--- src/rtl/vm_instruction_executor_core_defines.svh ---
// Assertion macros shared by the executor RTL
`ifndef VM_INSTRUCTION_EXECUTOR_CORE_DEFINES_SVH
`define VM_INSTRUCTION_EXECUTOR_CORE_DEFINES_SVH
// Implication checked on every rising clock edge outside reset
`define VMX_ASSERT_IMP(label, clk, rst_n, ante, cons, msg) \
  label: assert property (@(posedge clk) disable iff (!rst_n) (ante) |-> (cons)) \
    else $error(msg);
// Next-cycle implication checked outside reset
`define VMX_ASSERT_NXT(label, clk, rst_n, ante, cons, msg) \
  label: assert property (@(posedge clk) disable iff (!rst_n) (ante) |=> (cons)) \
    else $error(msg);
`endif

--- src/rtl/vmx_pkg.sv ---
// Types and constants for the instruction executor
`timescale 1ns / 1ps
package vmx_pkg;
  localparam logic [11:0] PcStartRst  = 12'd512;
  localparam logic [11:0] FontBaseRst = 12'd80;
  localparam logic [15:0] OpRet       = 16'h00EE;
  localparam logic [7:0]  KkKeyDown   = 8'h9E;
  localparam logic [7:0]  KkKeyUp     = 8'hA1;
  localparam logic [7:0]  KkGetDelay  = 8'h07;
  localparam logic [7:0]  KkSetDelay  = 8'h15;
  localparam logic [7:0]  KkSetSound  = 8'h18;
  localparam logic [7:0]  KkAddIndex  = 8'h1E;
  localparam logic [7:0]  KkFont      = 8'h29;
  localparam logic [7:0]  KkBcd       = 8'h33;
  localparam logic [7:0]  KkStore     = 8'h55;
  localparam logic [0:0]  AddrPcStart  = 1'b0;
  localparam logic [0:0]  AddrFontBase = 1'b1;
  localparam logic [1:0]  FaultNone  = 2'd0;
  localparam logic [1:0]  FaultOver  = 2'd1;
  localparam logic [1:0]  FaultUnder = 2'd2;

  // ALU operations of the shared unit
  typedef enum logic [3:0] {
    AluPass = 4'd0, AluOr = 4'd1, AluAnd = 4'd2, AluXor = 4'd3, AluAdd = 4'd4,
    AluSub = 4'd5, AluShr = 4'd6, AluSubn = 4'd7, AluShl = 4'd8
  } alu_op_e;

  typedef struct packed {
    logic [7:0] res;
    logic       flag;
  } alu_res_t;
endpackage

--- src/rtl/vmx_alu.sv ---
// Shared 8-bit ALU with flag for the executor
`timescale 1ns / 1ps
module vmx_alu (
  input  vmx_pkg::alu_op_e op_i,
  input  logic [7:0]       a_i,
  input  logic [7:0]       b_i,
  output vmx_pkg::alu_res_t res_o
);
  logic [8:0] sum;
  assign sum = {1'b0, a_i} + {1'b0, b_i};
  // Compute result and flag for the selected op
  always_comb begin
    res_o = '0;
    case (op_i)
      vmx_pkg::AluPass: res_o.res = b_i;
      vmx_pkg::AluOr:   res_o.res = a_i | b_i;
      vmx_pkg::AluAnd:  res_o.res = a_i & b_i;
      vmx_pkg::AluXor:  res_o.res = a_i ^ b_i;
      vmx_pkg::AluAdd:  begin res_o.res = sum[7:0]; res_o.flag = sum[8]; end
      vmx_pkg::AluSub:  begin res_o.res = a_i - b_i; res_o.flag = (a_i >= b_i); end
      vmx_pkg::AluSubn: begin res_o.res = b_i - a_i; res_o.flag = (b_i >= a_i); end
      vmx_pkg::AluShr:  begin res_o.res = {1'b0, b_i[7:1]}; res_o.flag = b_i[0]; end
      vmx_pkg::AluShl:  begin res_o.res = {b_i[6:0], 1'b0}; res_o.flag = b_i[7]; end
      default: res_o = '0;
    endcase
  end
endmodule

--- src/rtl/vm_instruction_executor_core.sv ---
// Top level: instruction executor with sequencer and register file
// Flow: an accepted word is registered and executed in StExec, and its result is
// registered from there for StOut. BCD and Fx55 go through StWrite instead, which
// gives one write a cycle while the receiver takes each result. A new instruction
// is accepted only in StIdle, after the last result of the one before is taken.
// Reset: registers, index, timers, stack pointer clear; PC loads pc_start.
`timescale 1ns / 1ps
`include "vm_instruction_executor_core_defines.svh"
module vm_instruction_executor_core #(
  parameter int STACK_DEPTH = 16
) (
  input  logic        clk_i,
  input  logic        rst_ni,
  input  logic        psel,
  input  logic        penable,
  input  logic        pwrite,
  input  logic [2:2]  paddr,
  input  logic [31:0] pwdata,
  output logic [31:0] prdata,
  output logic        pready,
  input  logic        instruction_valid_i,
  output logic        instruction_ready_o,
  input  logic [15:0] instruction_i,
  input  logic [7:0]  random_byte_i,
  input  logic [15:0] key_mask_i,
  output logic        result_valid_o,
  input  logic        result_ready_i,
  output logic [15:0] next_pc_o,
  output logic [15:0] index_value_o,
  output logic [7:0]  flag_value_o,
  output logic [7:0]  delay_value_o,
  output logic [7:0]  sound_value_o,
  output logic        write_valid_o,
  output logic [15:0] write_address_o,
  output logic [7:0]  write_data_o,
  output logic [1:0]  fault_o,
  output logic        last_o
);
  localparam int SpW = $clog2(STACK_DEPTH + 1);
  localparam int SiW = (STACK_DEPTH > 1) ? $clog2(STACK_DEPTH) : 1;

  typedef enum logic [3:0] {
    StIdle = 4'b0001, StExec = 4'b0010, StWrite = 4'b0100, StOut = 4'b1000
  } state_e;

  state_e      state_q, state_d;
  logic [11:0] pc_start_q, font_base_q;
  logic [7:0]  regs_q [16];
  logic [15:0] pc_q, idx_q;
  logic [SpW-1:0] sp_q;
  logic [15:0] stack_q [STACK_DEPTH];
  logic [7:0]  dt_q, st_q;
  logic [15:0] op_q, keys_q;
  logic [7:0]  rnd_q;
  logic [3:0]  cnt_q;
  logic [15:0] base_q;
  logic        bcd_q;
  logic [7:0]  bcd_h, bcd_t, bcd_o;

  logic        cfg_wr;
  assign pready = 1'b1;
  assign cfg_wr = psel & penable & pwrite;
  always_comb begin
    unique case (paddr[2])
      vmx_pkg::AddrPcStart:  prdata = {20'd0, pc_start_q};
      vmx_pkg::AddrFontBase: prdata = {20'd0, font_base_q};
      default:               prdata = '0;
    endcase
  end

  // Decode fields of the held instruction
  logic [3:0] x, y, nn, grp;
  logic [7:0] kk, vx, vy;
  logic [11:0] nnn;
  assign grp = op_q[15:12];
  assign x = op_q[11:8];
  assign y = op_q[7:4];
  assign nn = op_q[3:0];
  assign kk = op_q[7:0];
  assign nnn = op_q[11:0];
  assign vx = regs_q[x];
  assign vy = regs_q[y];

  vmx_pkg::alu_op_e alu_op;
  vmx_pkg::alu_res_t alu_res;
  logic        alu_valid;
  always_comb begin
    alu_op = vmx_pkg::AluPass;
    alu_valid = 1'b1;
    case (nn)
      4'h0: alu_op = vmx_pkg::AluPass;
      4'h1: alu_op = vmx_pkg::AluOr;
      4'h2: alu_op = vmx_pkg::AluAnd;
      4'h3: alu_op = vmx_pkg::AluXor;
      4'h4: alu_op = vmx_pkg::AluAdd;
      4'h5: alu_op = vmx_pkg::AluSub;
      4'h6: alu_op = vmx_pkg::AluShr;
      4'h7: alu_op = vmx_pkg::AluSubn;
      4'hE: alu_op = vmx_pkg::AluShl;
      default: alu_valid = 1'b0;
    endcase
  end
  vmx_alu u_alu (.op_i(alu_op), .a_i(vx), .b_i(vy), .res_o(alu_res));

  // BCD digits of Vx by compare and subtract
  always_comb begin
    logic [7:0] r;
    r = vx;
    bcd_h = 8'd0;
    if (r >= 8'd200) begin bcd_h = 8'd2; r = r - 8'd200; end
    else if (r >= 8'd100) begin bcd_h = 8'd1; r = r - 8'd100; end
    bcd_t = 8'd0;
    for (int i = 9; i >= 1; i--) begin
      if (bcd_t == 8'd0 && r >= 8'(i * 10)) bcd_t = 8'(i);
    end
    bcd_o = r - 8'(bcd_t * 8'd10);
  end

  logic [15:0] pc2;
  logic        skip, key_dn;
  assign pc2 = pc_q + 16'd2;
  assign key_dn = keys_q[vx[3:0]];
  always_comb begin
    skip = 1'b0;
    case (grp)
      4'h3: skip = (vx == kk);
      4'h4: skip = (vx != kk);
      4'h5: skip = (nn == 4'h0) && (vx == vy);
      4'h9: skip = (nn == 4'h0) && (vx != vy);
      4'hE: skip = (vx < 8'd16) && (((kk == vmx_pkg::KkKeyDown) && key_dn) ||
                                    ((kk == vmx_pkg::KkKeyUp) && !key_dn));
      default: skip = 1'b0;
    endcase
  end

  logic out_fire;
  assign out_fire = result_valid_o & result_ready_i;
  assign instruction_ready_o = (state_q == StIdle);

  always_comb begin
    unique case (state_q)
      StIdle:  state_d = instruction_valid_i ? StExec : StIdle;
      StExec:  state_d = ((grp == 4'hF) && ((kk == vmx_pkg::KkBcd) ||
                          (kk == vmx_pkg::KkStore))) ? StWrite : StOut;
      StWrite: state_d = (out_fire && last_o) ? StIdle : StWrite;
      StOut:   state_d = out_fire ? StIdle : StOut;
      default: state_d = StIdle;
    endcase
  end

  // Execute the held instruction and step writes
  always_ff @(posedge clk_i or negedge rst_ni) begin
    if (!rst_ni) begin
      state_q <= StIdle;
      pc_start_q <= vmx_pkg::PcStartRst;
      font_base_q <= vmx_pkg::FontBaseRst;
      pc_q <= {4'd0, vmx_pkg::PcStartRst};
      idx_q <= '0;
      sp_q <= '0;
      dt_q <= '0;
      st_q <= '0;
      for (int i = 0; i < 16; i++) regs_q[i] <= '0;
      result_valid_o <= 1'b0;
      fault_o <= vmx_pkg::FaultNone;
      cnt_q <= '0;
      base_q <= '0;
      bcd_q <= 1'b0;
      last_o <= 1'b0;
      write_valid_o <= 1'b0;
      write_address_o <= '0;
      write_data_o <= '0;
    end else begin
      state_q <= state_d;
      if (cfg_wr) begin
        if (paddr[2] == vmx_pkg::AddrPcStart) begin
          pc_start_q <= pwdata[11:0];
          pc_q <= {4'd0, pwdata[11:0]};
        end else begin
          font_base_q <= pwdata[11:0];
        end
      end
      unique case (state_q)
        StIdle: ;
        StExec: begin
          fault_o <= vmx_pkg::FaultNone;
          pc_q <= skip ? pc_q + 16'd4 : pc2;
          write_valid_o <= 1'b0;
          write_address_o <= '0;
          write_data_o <= '0;
          last_o <= 1'b1;
          result_valid_o <= 1'b1;
          cnt_q <= '0;
          base_q <= idx_q;
          bcd_q <= (kk == vmx_pkg::KkBcd);
          case (grp)
            4'h0: if (op_q == vmx_pkg::OpRet) begin
              if (sp_q == '0) fault_o <= vmx_pkg::FaultUnder;
              else begin
                sp_q <= sp_q - 1'b1;
                pc_q <= stack_q[SiW'(sp_q - 1'b1)];
              end
            end
            4'h1: pc_q <= {4'd0, nnn};
            4'h2: if (sp_q >= SpW'(STACK_DEPTH)) fault_o <= vmx_pkg::FaultOver;
              else begin
                sp_q <= sp_q + 1'b1;
                pc_q <= {4'd0, nnn};
              end
            4'h6: regs_q[x] <= kk;
            4'h7: regs_q[x] <= vx + kk;
            4'h8: if (alu_valid) begin
              regs_q[x] <= alu_res.res;
              if (nn >= 4'h1 && nn <= 4'h3) regs_q[15] <= 8'd0;
              else if (nn != 4'h0) regs_q[15] <= {7'd0, alu_res.flag};
            end
            4'hA: idx_q <= {4'd0, nnn};
            4'hB: pc_q <= {4'd0, nnn} + {8'd0, regs_q[0]};
            4'hC: regs_q[x] <= rnd_q & kk;
            4'hF: case (kk)
              vmx_pkg::KkGetDelay: regs_q[x] <= dt_q;
              vmx_pkg::KkSetDelay: dt_q <= vx;
              vmx_pkg::KkSetSound: st_q <= vx;
              vmx_pkg::KkAddIndex: idx_q <= idx_q + {8'd0, vx};
              vmx_pkg::KkFont: idx_q <= {4'd0, font_base_q} + {6'd0, vx, 2'd0} +
                                        {8'd0, vx};
              vmx_pkg::KkBcd: begin
                result_valid_o <= 1'b0;
              end
              vmx_pkg::KkStore: begin
                result_valid_o <= 1'b0;
                idx_q <= idx_q + {12'd0, x} + 16'd1;
              end
              default: ;
            endcase
            default: ;
          endcase
        end
        StWrite: begin
          if (!result_valid_o || out_fire) begin
            if (result_valid_o && last_o) begin
              result_valid_o <= 1'b0;
            end else begin
              result_valid_o <= 1'b1;
              write_valid_o <= 1'b1;
              write_address_o <= base_q + {12'd0, cnt_q};
              if (bcd_q) begin
                write_data_o <= (cnt_q == 4'd0) ? bcd_h : (cnt_q == 4'd1) ? bcd_t : bcd_o;
                last_o <= (cnt_q == 4'd2);
              end else begin
                write_data_o <= regs_q[cnt_q];
                last_o <= (cnt_q == x);
              end
              cnt_q <= cnt_q + 4'd1;
            end
          end
        end
        StOut: if (out_fire) result_valid_o <= 1'b0;
        default: ;
      endcase
    end
  end

  // Capture the input word and write the return stack
  always_ff @(posedge clk_i) begin
    if (instruction_valid_i && instruction_ready_o) begin
      op_q <= instruction_i;
      rnd_q <= random_byte_i;
      keys_q <= key_mask_i;
    end
    if (state_q == StExec && grp == 4'h2 && sp_q < SpW'(STACK_DEPTH))
      stack_q[SiW'(sp_q)] <= pc2;
  end

  assign next_pc_o = pc_q;
  assign index_value_o = idx_q;
  assign flag_value_o = regs_q[15];
  assign delay_value_o = dt_q;
  assign sound_value_o = st_q;

  `VMX_ASSERT_IMP(a_sp_range, clk_i, rst_ni, 1'b1, sp_q <= SpW'(STACK_DEPTH), "sp overflow")
  `VMX_ASSERT_IMP(a_no_ready_busy, clk_i, rst_ni, result_valid_o, !instruction_ready_o, "ready while result pending")
  `VMX_ASSERT_IMP(a_fault_single, clk_i, rst_ni, result_valid_o && fault_o != vmx_pkg::FaultNone, last_o && !write_valid_o, "fault on write")
  `VMX_ASSERT_NXT(a_accept_exec, clk_i, rst_ni, instruction_valid_i && instruction_ready_o, state_q == StExec, "accept not executed")
endmodule

--- config.mk ---
export PLATFORM = sky130hd
export DESIGN_NAME = vm_instruction_executor_core
export DESIGN_NICKNAME = d
export VERILOG_FILES = /design/src/rtl/vmx_pkg.sv /design/src/rtl/vmx_alu.sv /design/src/rtl/vm_instruction_executor_core.sv
export VERILOG_INCLUDE_DIRS = /design/src /design/src/rtl
export SDC_FILE = /design/constraint.sdc
export NUM_CORES = 2
export LEC_CHECK = 0
export BUFFER_PORTS_ARGS = -buffer_cell sky130_fd_sc_hd__buf_2
export CORE_ASPECT_RATIO = 0.9
export CORE_MARGIN = 3
export CORE_UTILIZATION = 30
export DETAILED_ROUTE_END_ITERATION = 16
export GPL_TIMING_DRIVEN = 0
export SLEW_MARGIN = 25
export SYNTH_ARGS = -nofsm -noshare
export SYNTH_HDL_FRONTEND = slang
export SYNTH_SLANG_ARGS = --single-unit
--- constraint.sdc ---
create_clock -name clk_i -period 6.4 [get_ports clk_i]
set_input_delay 0.96 -clock clk_i [delete_from_list [all_inputs] [get_ports clk_i]]
set_output_delay 0.96 -clock clk_i [all_outputs]
set_load 0.1 [all_outputs]
==> metrics.md <==
| Metric | Value |
|---|---|
| Register bit count reported by yosys | `555` |
| Area contributors post-synth | `edfxtp_1 27%, dfrtp_1 19%, mux4_2 12%` |
| Global route overflow | `0` |
| Depth of the most critical reg-to-reg path | `19` |
| Maximum number of pins on one net before global-route repair | `84` |
| Tmin final | `6320 ps` |
| Count of maximum capacitance violations | `0` |
| Data arrival time at the worst-slack endpoint | `6910 ps` |
| Maximum VDD drop | `514 µV` |
| CTS tree | `yes` |
| Number of antenna violations at the first check in global routing | `10` |
| Placed standard-cell area | `0.0368 mm²` |
| Final worst path period share | `0.988` |
| WS Path Type | `reg2reg` |
| Worst hold slack | `199 ps` |
| Setup repair after global routing missed its margin | `yes` |
| Share of layout cells above drive strength 1 | `0.211` |
| Achievable frequency | `158 MHz` |
| Max stage delay cell, worst path | `edfxtp_1` |
| Result of the run | `finished clean` |
| Top flip-flop cell by instance count after synthesis | `edfxtp_1` |
| Average wire length per cell after detail routing | `27.0 µm` |
| Design Area, Final | `0.0396 mm²` |
| Global placement routability congestion | `0.973` |
| Post-synthesis sequential area ratio | `0.459` |
| Vias in the first global route | `26500` |
| Worst Setup End Kind | `flip-flop` |
| Htree depth | `2` |
| Number of buffers created by CTS | `61` |
| Number of DRC violations after detailed-routing iteration 0 | `3638` |
| Number of failing setup endpoints in the final timing report | `0` |
| First-pass GRT wire length | `189 mm` |
| Sinks on the clock net | `555` |
| Fin. Hold Viols | `0` |
| Root buffer cell | `clkbuf_16` |
| Cell breakdown of the critical path | `buf_2 > buf_2 > buf_2 > mux4_2 > mux4_2 > inv_1 > ha_1 > inv_1 > fa_1 > a21oi_1 > o21bai_1 > a21o_1 > a21oi_1 > a221oi_1 > o221ai_2 > a22oi_1 > a31oi_4 > buf_2 > a22o_1` |
| Crit path launch | `op_q[5]` |
| Worst-Skew Late Latency | `660 ps` |
| Synthesis warning total | `0` |
| DR pass1 iterations | `8` |
| Worst min-delay path category | `in2async` |
| Number of core rows | `115` |
| Vias per cell | `5.83` |
| Actual slew at the worst max-slew pin | `1150 ps` |
| Largest fanout of any net on the critical path | `10` |
| Die area | `0.116 mm²` |
| Reg2reg start | `op_q[5]` |
| DRC errors left | `0` |
| Signed area change from the synthesized netlist to the final layout | `18.2%` |
| Total power divided by cell area | `415 mW/mm²` |
| Setup slack of the worst register-to-register path | `80 ps` |
| Most frequent CP cell | `buf_2` |
| Number of standard cells after synthesis | `3039` |
| Input/output buffers | `157` |
| Final Max Slew Viols | `0` |
| GRT Util Overall | `0.221` |
| Initial cell density of the core | `0.304` |
| Net total in the final layout | `3541` |
| Leakage Power | `14.9 nW` |
| Antenna Nets Post-Route | `0` |
| Crit path required time | `6990 ps` |
| HPWL after detailed placement | `99.3 mm` |
| Die extent in x | `358 µm` |
| Number of flops mapped to enable cells by yosys | `296` |
| Mean post-synth cell area | `11.0 µm²` |
| Clock Skew | `37.0 ps` |
| Io pins | `199` |
| Vias post-DR | `28300` |
| Placeable core region | `0.110 mm²` |
| Post-synth design cell area | `0.0335 mm²` |
| Worst setup SP type | `flip-flop` |
| Commonest cells in the synthesized netlist | `344 x nand2_1, 341 x o21ai_0, 296 x edfxtp_1` |
| Leading area contributor after synthesis | `edfxtp_1` |
| Delay of the slowest cell on the worst path | `650 ps` |
| Relative slew slack | `0.228` |
| Synth top area share | `0.266` |
| Most common cell in the synthesized netlist | `nand2_1` |
| Share of synthesized flip-flops with an asynchronous set or reset | `0.467` |
| Drt total wl | `131 mm` |
| Vertical extent of the die | `323 µm` |
| Clock Pin Slew Worst Setup and Hold Paths | `70 ps` |
| Count of cell types in the netlist | `103` |
| Maximum count of clock buffers along a single path | `3` |
## metal layers
metal	routed length, µm	part of all wire	track usage	vias to the layer above
li1	-	-	-	12100
met1	57800	0.44	0.330	14300
met2	55900	0.43	0.323	1665
met3	13700	0.10	0.0439	239
met4	3880	0.030	0.0666	4
met5	27	0.00021	0	-
## critical path: cells and delay by family (launching register included)
family          cells  cell delay, ps
flops               1             650
mux                 2             960
buf+inv             6            1740
fa+ha+maj           2             680
compound gates      9            2220
## worst min-delay path by stage
stage	slack [ps]	depth (start not counted)	endpoint	startpoint
3_5_place_dp	450	2	pc_start_q[9]	pc_start_q[9]
3_3_place_gp	450	2	pc_start_q[9]	pc_start_q[9]
5_1_grt	210	1	async pin	rst_ni
2_1_floorplan	440	2	pc_start_q[9]	pc_start_q[9]
6_report	200	1	async pin	rst_ni
4_1_cts	190	1	async pin	rst_ni
## timing repair
item | CTS | global route
gates resized for setup | 29 | 40
pin swaps | 4 | 12
hold endpoints to repair | 0 | 0
gates cloned | 0 | 1
hold buffers | 0 | 0
endpoints found under the setup margin | 63 | 68
setup buffers | 15 | 22
## layout make-up
type / instances / area, µm²
sequential: 555 / 15400
timing repair buffer: 221 / 1500
buffer: 240 / 1220
inverter: 79 / 320
antenna: 4 / 10.0
fill: 10800 / 70400
clock inverter: 32 / 424
multi-input combinational: 2186 / 17200
clock buffer: 83 / 1690
tap: 1462 / 1830
## layout by cell type (no fill, tap or decap), types with 18 or more instances in the layout
cell	instances
a21o_1	22
a21oi_1	179
a22o_1	56
and3_1	18
and4_1	18
buf_2	171
buf_4	77
clkbuf_1	166
clkbuf_16	61
conb_1	23
dfrtp_1	254
edfxtp_1	296
ha_1	96
inv_1	69
mux2_2	31
mux2i_1	45
mux4_2	180
nand2_1	344
nand3_1	62
nand4_1	45
nor2_1	195
nor2b_1	19
nor3_1	22
o21ai_0	340
o21bai_1	19
o22a_1	45
o22ai_1	20
xnor2_1	43
xor2_1	24
## per-stage QoR
| step | utilization | setup slack [ps] | total power [W] | std cells | setup TNS (ps) |
|---|---|---|---|---|---|
| 2_1_floorplan | - | 677 | 0.00985 | 3060 | 0 |
| 3_3_place_gp | 0.329 | -1310 | 0.0122 | 4679 | -240210 |
| 3_5_place_dp | 0.335 | -1020 | 0.0123 | 4705 | -23660 |
| 4_1_cts | 0.356 | -13.2 | 0.0162 | 4835 | -13.2 |
| 5_1_grt | 0.360 | -56.3 | 0.0171 | 4858 | -58.5 |
| 6_report | 0.360 | 78.9 | 0.0164 | 4862 | 0 |
## logic make-up after synthesis
family                     Yosys count  synth area share
adders and majority gates          118            0.0479
muxes                              263             0.147
xor gates and xnor gates            85            0.0231
buffers and inverters              319            0.0433
DFF                                555             0.459
other                                2          0.000224
AOI/OAI and AO/OA                  873             0.166
and+or+nand+nor                    824             0.113
## where the power goes
part	internal (W)	switching, W	leakage [nW]	total, W
clock network	0.00219	0.00157	1.01	0.00376
registers	0.00446	0.000595	6.19	0.00506
logic	0.00252	0.00508	7.69	0.00760
total	0.00917	0.00724	14.9	0.0164
(Power assumes the default switching activity.)
